## src/qat_pkg.sv

```systemverilog
// qat_pkg: shared types and constants for the quoted argument tokenizer.
// No dependencies; imported by qat_scan, qat_outq and quoted_argument_tokenizer.
package qat_pkg;

	localparam int unsigned QAT_MAX_TOKENS = 16;
	localparam int unsigned QAT_Q_DEPTH    = 8;

	localparam logic [7:0] CH_SPACE     = 8'h20;
	localparam logic [7:0] CH_TAB       = 8'h09;
	localparam logic [7:0] CH_QUOTE     = 8'h22;
	localparam logic [7:0] CH_BACKSLASH = 8'h5C;

	localparam logic [1:0] KIND_CHAR      = 2'd0;
	localparam logic [1:0] KIND_TOKEN_END = 2'd1;
	localparam logic [1:0] KIND_LINE_END  = 2'd2;

	typedef struct packed {
		logic [1:0] kind;
		logic [7:0] out_char;
		logic [3:0] token_index;
		logic [4:0] token_count;
		logic       last;
	} res_t;

	// up to two results from one input beat
	typedef struct packed {
		logic [1:0] n;
		res_t       r0;
		res_t       r1;
	} pair_t;

endpackage

```

## src/qat_char_if.sv

```systemverilog
// qat_char_if: input channel, one line character or line end per beat.
// Depends on nothing.
interface qat_char_if;
	logic       valid;
	logic       ready;
	logic [7:0] ch;
	logic       line_end;

	modport source (output valid, output ch, output line_end, input ready);
	modport sink (input valid, input ch, input line_end, output ready);
endinterface

```

## src/qat_tok_if.sv

```systemverilog
// qat_tok_if: result channel, one token character, token end or line end per beat.
// Depends on nothing.
interface qat_tok_if;
	logic       valid;
	logic       ready;
	logic [1:0] kind;
	logic [7:0] out_char;
	logic [3:0] token_index;
	logic [4:0] token_count;
	logic       last;

	modport source (output valid, output kind, output out_char, output token_index,
		output token_count, output last, input ready);
	modport sink (input valid, input kind, input out_char, input token_index,
		input token_count, input last, output ready);
endinterface

```

## src/qat_scan.sv

```systemverilog
// qat_scan: scan mode and token count, builds up to two results per beat.
// Depends on qat_pkg and qat_char_if; results leave in a registered pair.
module qat_scan #(
	parameter int unsigned MAX_TOKENS = qat_pkg::QAT_MAX_TOKENS
) (
	input  logic            clk,
	input  logic            arst_n,
	qat_char_if.sink        chars,
	input  logic            room,
	output qat_pkg::pair_t  pair_s1
);
	import qat_pkg::*;

	localparam int unsigned CW = $clog2(MAX_TOKENS + 1);

	typedef enum logic [1:0] {
		MODE_BETWEEN,
		MODE_PLAIN,
		MODE_QUOTED,
		MODE_ESCAPE
	} mode_t;

	mode_t          mode_q, mode_d;
	logic [CW-1:0]  seen_q, seen_d;
	logic           take, full, sep, emit_chr, emit_end;
	logic [7:0]     cur_w, nxt_w;
	res_t           char_r, end_r, eol_r;
	pair_t          pair_d;
	logic [1:0]     n_s1;
	res_t           r0_s1, r1_s1;

	assign chars.ready = room;
	assign take        = chars.valid & room;

	always_comb begin
		full  = (seen_q == CW'(MAX_TOKENS));
		sep   = chars.ch inside {CH_SPACE, CH_TAB};
		cur_w = 8'(seen_q);
		nxt_w = 8'(seen_q + 1'b1);

		char_r = '{kind: KIND_CHAR, out_char: chars.ch, token_index: cur_w[3:0],
			token_count: cur_w[4:0], last: 1'b0};
		end_r  = '{kind: KIND_TOKEN_END, out_char: 8'd0, token_index: cur_w[3:0],
			token_count: nxt_w[4:0], last: 1'b0};
		eol_r  = '{kind: KIND_LINE_END, out_char: 8'd0, token_index: 4'd0,
			token_count: cur_w[4:0], last: 1'b0};

		mode_d   = mode_q;
		seen_d   = seen_q;
		emit_chr = 1'b0;
		emit_end = 1'b0;
		pair_d   = '0;

		if (chars.line_end) begin
			mode_d = MODE_BETWEEN;
			seen_d = '0;
			if (mode_q != MODE_BETWEEN && !full) begin
				eol_r.token_count = nxt_w[4:0];
				pair_d.r0 = end_r;
				pair_d.r1 = eol_r;
				pair_d.n  = 2'd2;
			end else begin
				pair_d.r0 = eol_r;
				pair_d.n  = 2'd1;
			end
		end else begin
			case (mode_q)
				MODE_BETWEEN: begin
					if (sep) begin
						mode_d = MODE_BETWEEN;
					end else if (chars.ch == CH_QUOTE) begin
						mode_d = MODE_QUOTED;
					end else begin
						mode_d   = MODE_PLAIN;
						emit_chr = 1'b1;
					end
				end
				MODE_PLAIN: begin
					if (sep) begin
						mode_d   = MODE_BETWEEN;
						emit_end = 1'b1;
					end else begin
						emit_chr = 1'b1;
					end
				end
				MODE_QUOTED: begin
					if (chars.ch == CH_BACKSLASH) begin
						mode_d = MODE_ESCAPE;
					end else if (chars.ch == CH_QUOTE) begin
						mode_d   = MODE_BETWEEN;
						emit_end = 1'b1;
					end else begin
						emit_chr = 1'b1;
					end
				end
				MODE_ESCAPE: begin
					mode_d   = MODE_QUOTED;
					emit_chr = 1'b1;
				end
				default: begin
					mode_d = MODE_BETWEEN;
				end
			endcase
			// tokens past the limit are parsed but give no results
			if (emit_chr && !full) begin
				pair_d.r0 = char_r;
				pair_d.n  = 2'd1;
			end
			if (emit_end && !full) begin
				pair_d.r0 = end_r;
				pair_d.n  = 2'd1;
				seen_d    = seen_q + 1'b1;
			end
		end

		if (pair_d.n == 2'd1) begin
			pair_d.r0.last = 1'b1;
		end
		if (pair_d.n == 2'd2) begin
			pair_d.r1.last = 1'b1;
		end
	end

	always_ff @(posedge clk or negedge arst_n) begin
		if (!arst_n) begin
			mode_q <= MODE_BETWEEN;
			seen_q <= '0;
			n_s1   <= 2'd0;
		end else begin
			n_s1 <= take ? pair_d.n : 2'd0;
			if (take) begin
				mode_q <= mode_d;
				seen_q <= seen_d;
			end
		end
	end

	always_ff @(posedge clk) begin
		if (take) begin
			r0_s1 <= pair_d.r0;
			r1_s1 <= pair_d.r1;
		end
	end

	assign pair_s1 = '{n: n_s1, r0: r0_s1, r1: r1_s1};

	a_seen_bound: assert property (@(posedge clk) disable iff (!arst_n)
		seen_q <= CW'(MAX_TOKENS))
		else $error("token count above limit");

	a_eol_clears: assert property (@(posedge clk) disable iff (!arst_n)
		take && chars.line_end |=> seen_q == '0 && mode_q == MODE_BETWEEN)
		else $error("line end did not clear scan state");

	a_eol_result: assert property (@(posedge clk) disable iff (!arst_n)
		take && chars.line_end |=>
		(n_s1 == 2'd1 && r0_s1.kind == KIND_LINE_END && r0_s1.last) ||
		(n_s1 == 2'd2 && r1_s1.kind == KIND_LINE_END && r1_s1.last &&
			r0_s1.kind == KIND_TOKEN_END))
		else $error("line end beat without closing line-end result");

	a_pair_n: assert property (@(posedge clk) disable iff (!arst_n)
		n_s1 != 2'd3)
		else $error("more than two results from one beat");

endmodule

```

## src/qat_outq.sv

```systemverilog
// qat_outq: result queue, takes up to two results a cycle, hands out one while the output is ready.
// Depends on qat_pkg and qat_tok_if; DEPTH must be a power of two, at least 4.
module qat_outq #(
	parameter int unsigned DEPTH = qat_pkg::QAT_Q_DEPTH
) (
	input  logic            clk,
	input  logic            arst_n,
	input  qat_pkg::pair_t  pair_s1,
	output logic            room,
	qat_tok_if.source       tokens
);
	import qat_pkg::*;

	localparam int unsigned AW  = $clog2(DEPTH);
	localparam int unsigned CNW = $clog2(DEPTH + 1);
	localparam logic [CNW:0] ROOM_LIMIT = (CNW + 1)'(DEPTH - 2);

	res_t            mem_q [DEPTH];
	logic [AW-1:0]   wr_q, rd_q;
	logic [CNW-1:0]  count_q;
	logic            pop;
	res_t            head;

	assign pop  = tokens.valid & tokens.ready;
	// room for a full pair behind whatever is still on its way in
	assign room = ((CNW + 1)'(count_q) + (CNW + 1)'(pair_s1.n)) <= ROOM_LIMIT;

	always_ff @(posedge clk or negedge arst_n) begin
		if (!arst_n) begin
			wr_q    <= '0;
			rd_q    <= '0;
			count_q <= '0;
		end else begin
			wr_q    <= wr_q + AW'(pair_s1.n);
			rd_q    <= rd_q + AW'(pop);
			count_q <= count_q + CNW'(pair_s1.n) - CNW'(pop);
		end
	end

	always_ff @(posedge clk) begin
		if (pair_s1.n != 2'd0) begin
			mem_q[wr_q] <= pair_s1.r0;
		end
		if (pair_s1.n == 2'd2) begin
			mem_q[wr_q + AW'(1)] <= pair_s1.r1;
		end
	end

	assign head               = mem_q[rd_q];
	assign tokens.valid       = (count_q != '0);
	assign tokens.kind        = head.kind;
	assign tokens.out_char    = head.out_char;
	assign tokens.token_index = head.token_index;
	assign tokens.token_count = head.token_count;
	assign tokens.last        = head.last;

	a_count_bound: assert property (@(posedge clk) disable iff (!arst_n)
		count_q <= CNW'(DEPTH))
		else $error("queue occupancy above depth");

	a_no_overflow: assert property (@(posedge clk) disable iff (!arst_n)
		((CNW + 1)'(count_q) + (CNW + 1)'(pair_s1.n)) <= (CNW + 1)'(DEPTH))
		else $error("queue written past full");

	a_pop_only: assert property (@(posedge clk) disable iff (!arst_n)
		pop && pair_s1.n == 2'd0 |=> count_q == $past(count_q) - CNW'(1))
		else $error("queue count did not follow a lone pop");

endmodule

```

## src/quoted_argument_tokenizer.sv

```systemverilog
// quoted_argument_tokenizer: splits a command line into tokens, quotes honoured.
// An accepted beat's results pass the scan's registered pair, then the queue.
// Throughput: one input beat per cycle while the queue has room; results leave
// at one per cycle while the output is ready; a line end that closes a token
// gives two results. The output queue depth sets how far input runs ahead of a stalled output.
// Reset (arst_n low, asynchronous): scan mode, token count and queue cleared.
module quoted_argument_tokenizer #(
	parameter int unsigned MAX_TOKENS = qat_pkg::QAT_MAX_TOKENS,
	parameter int unsigned Q_DEPTH    = qat_pkg::QAT_Q_DEPTH
) (
	input logic       clk,
	input logic       arst_n,
	qat_char_if.sink  chars,
	qat_tok_if.source tokens
);
	import qat_pkg::*;

	pair_t pair_s1;
	logic  room;

	qat_scan #(
		.MAX_TOKENS (MAX_TOKENS)
	) u_scan (
		.clk     (clk),
		.arst_n  (arst_n),
		.chars   (chars),
		.room    (room),
		.pair_s1 (pair_s1)
	);

	qat_outq #(
		.DEPTH (Q_DEPTH)
	) u_outq (
		.clk     (clk),
		.arst_n  (arst_n),
		.pair_s1 (pair_s1),
		.room    (room),
		.tokens  (tokens)
	);

endmodule
```

## src/flat_wrapper.sv

```systemverilog
// flat-port wrapper written by rule: the top's interface ports become plain ports
module quoted_argument_tokenizer_flat import qat_pkg::*;
#(
	parameter int unsigned MAX_TOKENS = qat_pkg::QAT_MAX_TOKENS,
	parameter int unsigned Q_DEPTH    = qat_pkg::QAT_Q_DEPTH
)
  (clk, arst_n, chars_valid, chars_ch, chars_line_end, chars_ready, tokens_valid, tokens_kind, tokens_out_char, tokens_token_index, tokens_token_count, tokens_last, tokens_ready);
  qat_char_if chars_i ();
  qat_tok_if tokens_i ();
  input logic clk;
  input logic arst_n;
  input wire logic [$bits(chars_i.valid)-1:0] chars_valid;
  input wire logic [$bits(chars_i.ch)-1:0] chars_ch;
  input wire logic [$bits(chars_i.line_end)-1:0] chars_line_end;
  output wire logic [$bits(chars_i.ready)-1:0] chars_ready;
  output wire logic [$bits(tokens_i.valid)-1:0] tokens_valid;
  output wire logic [$bits(tokens_i.kind)-1:0] tokens_kind;
  output wire logic [$bits(tokens_i.out_char)-1:0] tokens_out_char;
  output wire logic [$bits(tokens_i.token_index)-1:0] tokens_token_index;
  output wire logic [$bits(tokens_i.token_count)-1:0] tokens_token_count;
  output wire logic [$bits(tokens_i.last)-1:0] tokens_last;
  input wire logic [$bits(tokens_i.ready)-1:0] tokens_ready;
  assign chars_i.valid = chars_valid;
  assign chars_i.ch = chars_ch;
  assign chars_i.line_end = chars_line_end;
  assign chars_ready = chars_i.ready;
  assign tokens_valid = tokens_i.valid;
  assign tokens_kind = tokens_i.kind;
  assign tokens_out_char = tokens_i.out_char;
  assign tokens_token_index = tokens_i.token_index;
  assign tokens_token_count = tokens_i.token_count;
  assign tokens_last = tokens_i.last;
  assign tokens_i.ready = tokens_ready;
  quoted_argument_tokenizer #(.MAX_TOKENS(MAX_TOKENS), .Q_DEPTH(Q_DEPTH)) u_core (.clk(clk), .arst_n(arst_n), .chars(chars_i), .tokens(tokens_i));
endmodule
```

## config.mk

```make
export PLATFORM = sky130hd
export DESIGN_NAME = quoted_argument_tokenizer_flat
export DESIGN_NICKNAME = d
export VERILOG_FILES = /design/src/qat_pkg.sv /design/src/qat_char_if.sv /design/src/qat_tok_if.sv /design/src/qat_scan.sv /design/src/qat_outq.sv /design/src/quoted_argument_tokenizer.sv /design/src/flat_wrapper.sv
export SDC_FILE = /design/constraint.sdc
export NUM_CORES = 1
export LEC_CHECK = 0
export BUFFER_PORTS_ARGS = -buffer_cell sky130_fd_sc_hd__buf_2
export CORE_MARGIN = 1
export CORE_UTILIZATION = 42
export DETAILED_ROUTE_END_ITERATION = 12
export HOLD_SLACK_MARGIN = 0.1
export SLEW_MARGIN = 20
export SYNTH_ARGS = -nofsm -noshare
export SYNTH_HDL_FRONTEND = slang
export SYNTH_HIERARCHICAL = 1
export SYNTH_SLANG_ARGS = --single-unit
```

## constraint.sdc

```tcl
create_clock -name clk -period 3.05 [get_ports clk]
set_input_delay 0.4575 -clock clk [delete_from_list [all_inputs] [get_ports clk]]
set_output_delay 0.4575 -clock clk [all_outputs]
set_load 0.01 [all_outputs]
```

==> out/qor.txt, run 1 <==
Post-CTS Setup Bufs: 0
Number of flops mapped to enable cells by yosys: 187
Final wirelength: 23740 µm
Total of flip-flops plus latches after synthesis: 206
DRC errors left: 0
Worst slack after detailed placement: 0.5777 ns
Routed length per instance: 22.50 µm
Largest incremental delay on the critical path: 0.55 ns
Effective utilization at floorplan: 43.41%
Antenna viol nets, final: 0
Post-route total power: 0.01068 W
Internal Dissipation: 0.007231 W
Yosys cell types: 66
Finished Layout Cells: 1055
Final period utilization: 90.71%
Critical path's slowest cell: dfrtp_2
Post-DP HPWL: 14780 µm
Max FO, Critical Path: 18
Post-route minimum period: 2.767 ns
Primary FF master, synth: edfxtp_1
Clk root buf: clkbuf_16
Leakage power: 4.172 nW
Iter 0 DRT Violations: 362
Fraction of power consumed by the clock network: 22.9%
Required time of the critical path: 2.59 ns
Status: completed
GRT Resource Usage Total: 18.78%
Number of nets at the end of the flow: 749
Antenna cell count: 0
Vias per cell: 5.593
Total vias in the final route: 5901
Data arrival time of the critical path: 2.31 ns
Via count of the first global-routing pass: 6156
Maximum resistive drop on vdd: 0.0004477 V
Number of buffers inserted during clock tree synthesis: 23
Uppermost metal layer occupied by signal nets: met4
Setup ws final: 0.2834 ns
Fraction of power spent switching nets: 32.26%
RePlAce Congestion: 0.8791
Hold Path Class: in -> reg
Net Switching: 0.003444 W
Power Density: 892.3 mW/mm²
Setup_tns: 0 ns
WS Path Type: reg -> out
Summed instance area of the synthesized netlist: 0.01068 mm²
Synth warnings: 6
Largest net degree at the start of global routing: 37
Vert. Die Dim: 161.5 µm
Later-pin clock latency in the skew report: 0.51 ns
Final-report hold violation count: 0
Post-Route Hold Slack: 0.3243 ns
FP Rows: 57
Die outline area: 0.02607 mm²
Global-route congestion overflow total: 0
Die width: 161.5 µm
Startpoint Class: flop
List of cells traversed by the critical path: buf_12 -> mux4_2 -> mux2_2 -> buf_2
Sum of met2 wire segment lengths after detailed routing: 11960 µm
Share of power burned in registers: 41.3%
Final-report max-slew violation count: 0
Antenna violations before repair: 0
Global-route wire length before repair: 36720 µm
Setup repair after global routing missed its margin: no
F_max: 0.3615 GHz
Length of routed met3 wiring: 1137 µm
Combinational share of power: 35.8%
Count of clock tree sinks: 206
Worst-margin pin slew: 0.9943 ns
Fraction of registers with async set/reset: 9.223%
Bufs and invs on worst path: 2
IO Pins: 35
H-Tree Level Count: 1
Cell class contributing the biggest share of worst-path delay: multiplexers
Ratio of cells with drive above 1 in the final layout: 45.14%
Kind of end point of the critical path: output pin
Placed insts: 1013
Max Cap Viol: 0
Number of buffers between clock root and the deepest sink: 3
Post-Syn Area per Cell: 16.13 µm²
Port Buffer Count: 34
Synthesized instance count: 662
Core Footprint: 0.02460 mm²
Detailed-routing iteration count for the pre-antenna-repair pass: 4
Final count of negative-setup-slack endpoints: 0
FF-to-FF setup slack: 0.63 ns
Post-CTS clock slew at the launch and capture registers of the worst setup and hold paths: 0.05 ns
Met1 wire length: 10250 µm
Post-synthesis to final-layout area growth: 12.02%
Seq/Total Area, Yosys: 57.03%
Remaining max-slew budget at the tightest pin: 33.70%
Clock tree from TritonCTS: yes
Fin Clk Skew: 0.008598 ns
## synthesized netlist by cell type, drive strengths merged, types with 6 or more instances
library cell  number  area share [%]
nor2              19            0.67
nand3              7            0.37
o22ai              6            0.35
nand2             14            0.54
buf               42             2.6
inv               25            0.88
ha                18             2.1
dfrtp             19             4.5
nor3               7            0.33
xnor2              7            0.64
o21ai              8            0.37
edfxtp           187              53
and2              10            0.59
mux4              40             8.4
mux2             180              19
## worst reg2reg max path: cells and delay by family, from the launching register on
kind	cells	cell delay, ns
adders and majority gates	2	0.64
buffers and inverters	1	0.19
and+or+nand+nor	3	0.37
xor gates and xnor gates	1	0.17
AOI/OAI and AO/OA	3	0.55
DFF	1	0.43
## area by class of cell
class	instances	area [µm²]
inverters	25	93.84
fillers	2087	12640
clock inverters	9	42.54
clock buffers	32	609.3
well taps	324	405.4
multi-input cells	398	4307
repair buffers	61	412.9
flip-flops and latches	206	6093
## flip-flops by register name (all words and copies together), names as in the netlist
register and cells:
u_core/u_outq/wr_q 3, u_core/u_scan/mode_q 2, u_core/u_scan/pair_s1 27, u_core/u_scan/n_s1 2, u_core/u_outq/rd_q 3, u_core/u_outq/count_q 4
u_core/u_outq/mem_q 160, u_core/u_scan/seen_q 5
## per-stage QoR
stage,util (%),cell area (µm²)
3_5_place_dp,45.93,11300
2_1_floorplan,-,10730
6_report,48.62,11960
4_1_cts,48.62,11960
5_1_grt,48.62,11960
3_3_place_gp,45.93,11300
## metal layers
metal / vias to the layer above / GRT usage (%)
met3: 37 / 2.183
li1: 2693 / -
met2: 161 / 33.07
met1: 3010 / 24.83
met4: 0 / 4.288
met5: - / 0
## timing repair
| action | in CTS | in global routing |
|---|---|---|
| endpoints found under the hold margin | 19 | 0 |
| resized for setup | 0 | 0 |
| hold buffers | 1 | 0 |
## cells in the final DEF, fill, tap and decap left out, types with 4 or more instances in the layout
cell | synthesis | final
dfrtp_1 | 19 | 17
buf_2 | 13 | 34
mux2_2 | 176 | 176
inv_1 | 25 | 25
o22ai_1 | 6 | 4
o21ai_0 | 8 | 4
buf_4 | 19 | 23
nand2_1 | 12 | 12
nor2_1 | 19 | 17
xnor2_1 | 6 | 6
nand3_1 | 6 | 6
edfxtp_1 | 187 | 187
clkinv_1 | 0 | 5
clkbuf_16 | 0 | 23
o21ai_2 | 0 | 4
and2_1 | 10 | 10
ha_1 | 18 | 18
mux4_2 | 40 | 40
clkbuf_1 | 3 | 9
conb_1 | 1 | 13
nor3_1 | 7 | 7
## logic make-up (layout without fill, tap and decap cells)
| family | Yosys count | in the layout | synth area share, % |
|---|---|---|---|
| other | 1 | 13 | 0.03511 |
| adders and majority gates | 21 | 21 | 2.671 |
| muxes | 223 | 223 | 27.73 |
| AOI/OAI and AO/OA | 50 | 50 | 3.362 |
| xor gates and xnor gates | 10 | 10 | 0.9607 |
| buffers and inverters | 70 | 127 | 3.632 |
| DFF | 206 | 206 | 57.03 |
| and+or+nand+nor | 81 | 81 | 4.581 |
## final timing paths
kind                                           from  depth (start not counted)                        end
min in group asynchronous                    arst_n                          2    u_core/u_scan/seen_q[2]
hold reg to reg               u_core/u_outq/rd_q[2]                          1      u_core/u_outq/rd_q[2]
max in group asynchronous                    arst_n                          2      u_core/u_outq/rd_q[0]
setup reg to reg           u_core/u_outq/count_q[0]                         10    u_core/u_scan/seen_q[3]
setup / recovery              u_core/u_outq/rd_q[0]                          4                tokens_last
hold / removal                          chars_ch[3]                          2  u_core/u_scan/pair_s1[33]
## power by group through the flow
stage               logic [W]  registers (W)  clock network, W
finish                0.00382        0.00441           0.00244
global route          0.00417        0.00449           0.00261
CTS                   0.00388        0.00441           0.00251
detailed placement    0.00386        0.00447                 0
global placement      0.00379        0.00443                 0
floorplan             0.00288        0.00420                 0
(Power assumes the default switching activity.)
==> run 2, diff against run 1 <==
--- a/config.mk
+++ b/config.mk
@@ -10,6 +10,7 @@
 export CORE_UTILIZATION = 42
 export DETAILED_ROUTE_END_ITERATION = 12
 export HOLD_SLACK_MARGIN = 0.1
+export PLACE_DENSITY = 0.56
 export SLEW_MARGIN = 20
 export SYNTH_ARGS = -nofsm -noshare
 export SYNTH_HDL_FRONTEND = slang
==> out/qor.txt, run 2 (synthesized netlist as in run 1, its figures left out) <==
Status: completed
Clock tree from TritonCTS: yes
R2R cell count: 10 (unchanged)
Post-CTS Setup Bufs: 0 (unchanged)
Largest net degree at the start of global routing: 32 (-14%)
Antenna viol nets, final: 0 (unchanged)
Fraction of power consumed by the clock network: 24.1% (+1.2 points)
Number of buffers inserted during clock tree synthesis: 24 (+4.3%)
Die width: 161.5 µm (unchanged)
Number of buffers between clock root and the deepest sink: 3 (unchanged)
Total area of multi-input combinational cells: 0.004307 mm² (unchanged)
Bufs and invs on worst path: 2 (unchanged)
Number of nets at the end of the flow: 750 (+0.13%)
Kind of end point of the critical path: output pin
Remaining max-slew budget at the tightest pin: 42.47% (+8.8 points)
Required time of the critical path: 2.59 ns (about the same)
Startpoint Class: flop
Leakage power: 4.230 nW (+1.4%)
Critical Path Start: u_core/u_outq/rd_q[0]
Count of clock tree sinks: 206 (unchanged)
Power Density: 899.5 mW/mm² (+0.81%)
Combinational share of power: 35.4% (-0.4 points)
Number of filler cells placed in the layout: 2075 (-0.57%)
Die outline area: 0.02607 mm² (unchanged)
Post-CTS clock slew at the launch and capture registers of the worst setup and hold paths: 0.05 ns (about the same)
Final wirelength: 24490 µm (+3.2%)
Net Switching: 0.003481 W (+1.1%)
Post-route total power: 0.01089 W (+2.0%)
Post-Route Hold Slack: 0.3074 ns (-0.01682 ns)
Worst-margin pin slew: 0.8540 ns (-0.1403 ns)
Final-report max-slew violation count: 0 (unchanged)
Number of gates resized after CTS: 0 (unchanged)
Cell class contributing the biggest share of worst-path delay: multiplexers
Ratio of cells with drive above 1 in the final layout: 45.98% (+0.83 points)
Internal Dissipation: 0.007408 W (+2.4%)
GRT Resource Usage Total: 19.48% (+0.70 points)
Global-route wire length before repair: 37870 µm (+3.1%)
Vert. Die Dim: 161.5 µm (unchanged)
Via count of the first global-routing pass: 6425 (+4.4%)
Port Buffer Count: 34 (unchanged)
Capturing element of the worst setup path: tokens_out_char[5]
Max FO, Critical Path: 31 (+13)
Later-pin clock latency in the skew report: 0.51 ns (about the same)
Global-route congestion overflow total: 0 (unchanged)
Critical path's slowest cell: mux4_2
Most frequent standard cell in the layout excluding fill and tap cells: edfxtp_1
IO Pins: 35 (unchanged)
FF-to-FF setup slack: 0.59 ns (-0.04 ns)
Setup_tns: 0 ns (unchanged)
H-Tree Level Count: 1 (unchanged)
Routed length per instance: 23.17 µm (+3.0%)
Detailed-routing iteration count for the pre-antenna-repair pass: 6 (+2)
Top register by number of flip-flops: u_core/u_outq/mem_q
DRC errors left: 0 (unchanged)
Commonest non-fill, non-tap cells in the layout: edfxtp_1, mux2_2, mux4_2
Critical register-to-register path startpoint: u_core/u_outq/count_q[0]
Setup repair after global routing missed its margin: no
Antenna violations before repair: 0 (unchanged)
Data arrival time of the critical path: 2.35 ns (+0.04 ns)
RePlAce Congestion: 0.8737 (-0.61%)
Hold Path Class: in -> reg
Largest incremental delay on the critical path: 0.58 ns (+0.03 ns)
Worst path depth: 4 (unchanged)
Max reg flops: 160 (unchanged)
Vias per cell: 5.625 (+0.57%)
Maximum resistive drop on vdd: 0.0004475 V (about the same)
Reg2reg end: u_core/u_scan/seen_q[1]
Share of power burned in registers: 40.4% (-0.9 points)
Clk root buf: clkbuf_16
Antenna cell count: 0 (unchanged)
Iter 0 DRT Violations: 268 (-26%)
Final count of negative-setup-slack endpoints: 0 (unchanged)
F_max: 0.3564 GHz (-1.4%)
Fraction of power spent switching nets: 31.97% (-0.29 points)
Post-synthesis to final-layout area growth: 13.34%
Fin Clk Skew: 0.01048 ns (+0.001884 ns)
WS Path Type: reg -> out
Post-route minimum period: 2.806 ns (+0.03910 ns)
Total vias in the final route: 5946 (+0.76%)
Core Footprint: 0.02460 mm² (unchanged)
Post-DP HPWL: 15370 µm (+4.0%)
Max Cap Viol: 0 (unchanged)
Area of all sequential standard cells: 0.006093 mm² (unchanged)
Final-report hold violation count: 0 (unchanged)
List of cells traversed by the critical path: buf_12 -> mux4_2 -> mux2_2 -> buf_2
FP Rows: 57 (unchanged)
Effective utilization at floorplan: 43.41% (unchanged)
Final period utilization: 91.99% (+1.3 points)
-- run 2: changes by cell type in the layout (fill, tap and decap cells not counted), sizes merged --
cell | before | now
inv | 26 | 25
clkbuf | 32 | 33
clkinv | 8 | 10
-- run 2: worst min path at each step --
stage / startpoint / endpoint / depth (start not counted)
2_1_floorplan: arst_n / u_core/u_outq/count_q[0] / 0
3_3_place_gp: arst_n / u_core/u_scan/seen_q[2] / 1
3_5_place_dp: arst_n / u_core/u_scan/seen_q[1] / 1
4_1_cts: tokens_ready / u_core/u_outq/rd_q[0] / 3
5_1_grt: chars_ch[5] / u_core/u_scan/pair_s1[35] / 2
6_report: tokens_ready / u_core/u_outq/rd_q[0] / 3
-- run 2: cell type report --
| class | count | area share (%) |
|---|---|---|
| Clock inverter | 10 | 0.3721 |
| Clock buffer | 33 | 5.664 |
| Tap cell | 324 | 3.349 |
| Timing Repair Buffer | 61 | 3.928 |
| Multi-Input combinational cell | 398 | 35.58 |
| Sequential cell | 206 | 50.34 |
| Inverter | 25 | 0.7752 |
-- run 2: what timing repair did --
action                                  4_1_cts  5_1_grt
endpoints found under the hold margin        19        0
endpoints found under the setup margin        0        0
hold buffers                                  1        0
-- run 2: metrics by stage --
stage	setup WS (ns)	cell area, µm²	std cells	util (%)
floorplan	0.3266	10730	674	-
global placement	0.6354	11360	1013	46.19
detailed placement	0.5868	11360	1013	46.19
CTS	0.1852	12110	1057	49.20
global route	0.09147	12110	1057	49.20
finish	0.2443	12110	1057	49.20
-- run 2: per-layer routing --
layer | track usage (%) | vias to the layer above | routed length (µm)
met1 | 25.46 | 3062 | 10720
met2 | 34.54 | 147 | 12340
met5 | 0 | - | 0
li1 | - | 2706 | -
met3 | 2.465 | 31 | 1009
met4 | 4.245 | 0 | 420
-- run 2: power by group through the flow --
stage | Combinational [W] | Sequential (W) | Clock (W)
finish | 0.00386 | 0.00440 | 0.00263
global route | 0.00423 | 0.00448 | 0.00282
CTS | 0.00392 | 0.00440 | 0.00271
detailed placement | 0.00390 | 0.00445 | 0
global placement | 0.00383 | 0.00442 | 0
floorplan | 0.00288 | 0.00420 | 0
-- run 2: worst reg2reg max path, stage by stage, from the launching register on --
cell and delay [ns]:
dfrtp_1 0.43, ha_1 0.23, fa_1 0.41, xnor2_1 0.17, o32ai_1 0.09, a211oi_1 0.24, nand2_1 0.12, buf_4 0.19
nor2_1 0.13, nand2_1 0.11, o22ai_1 0.25
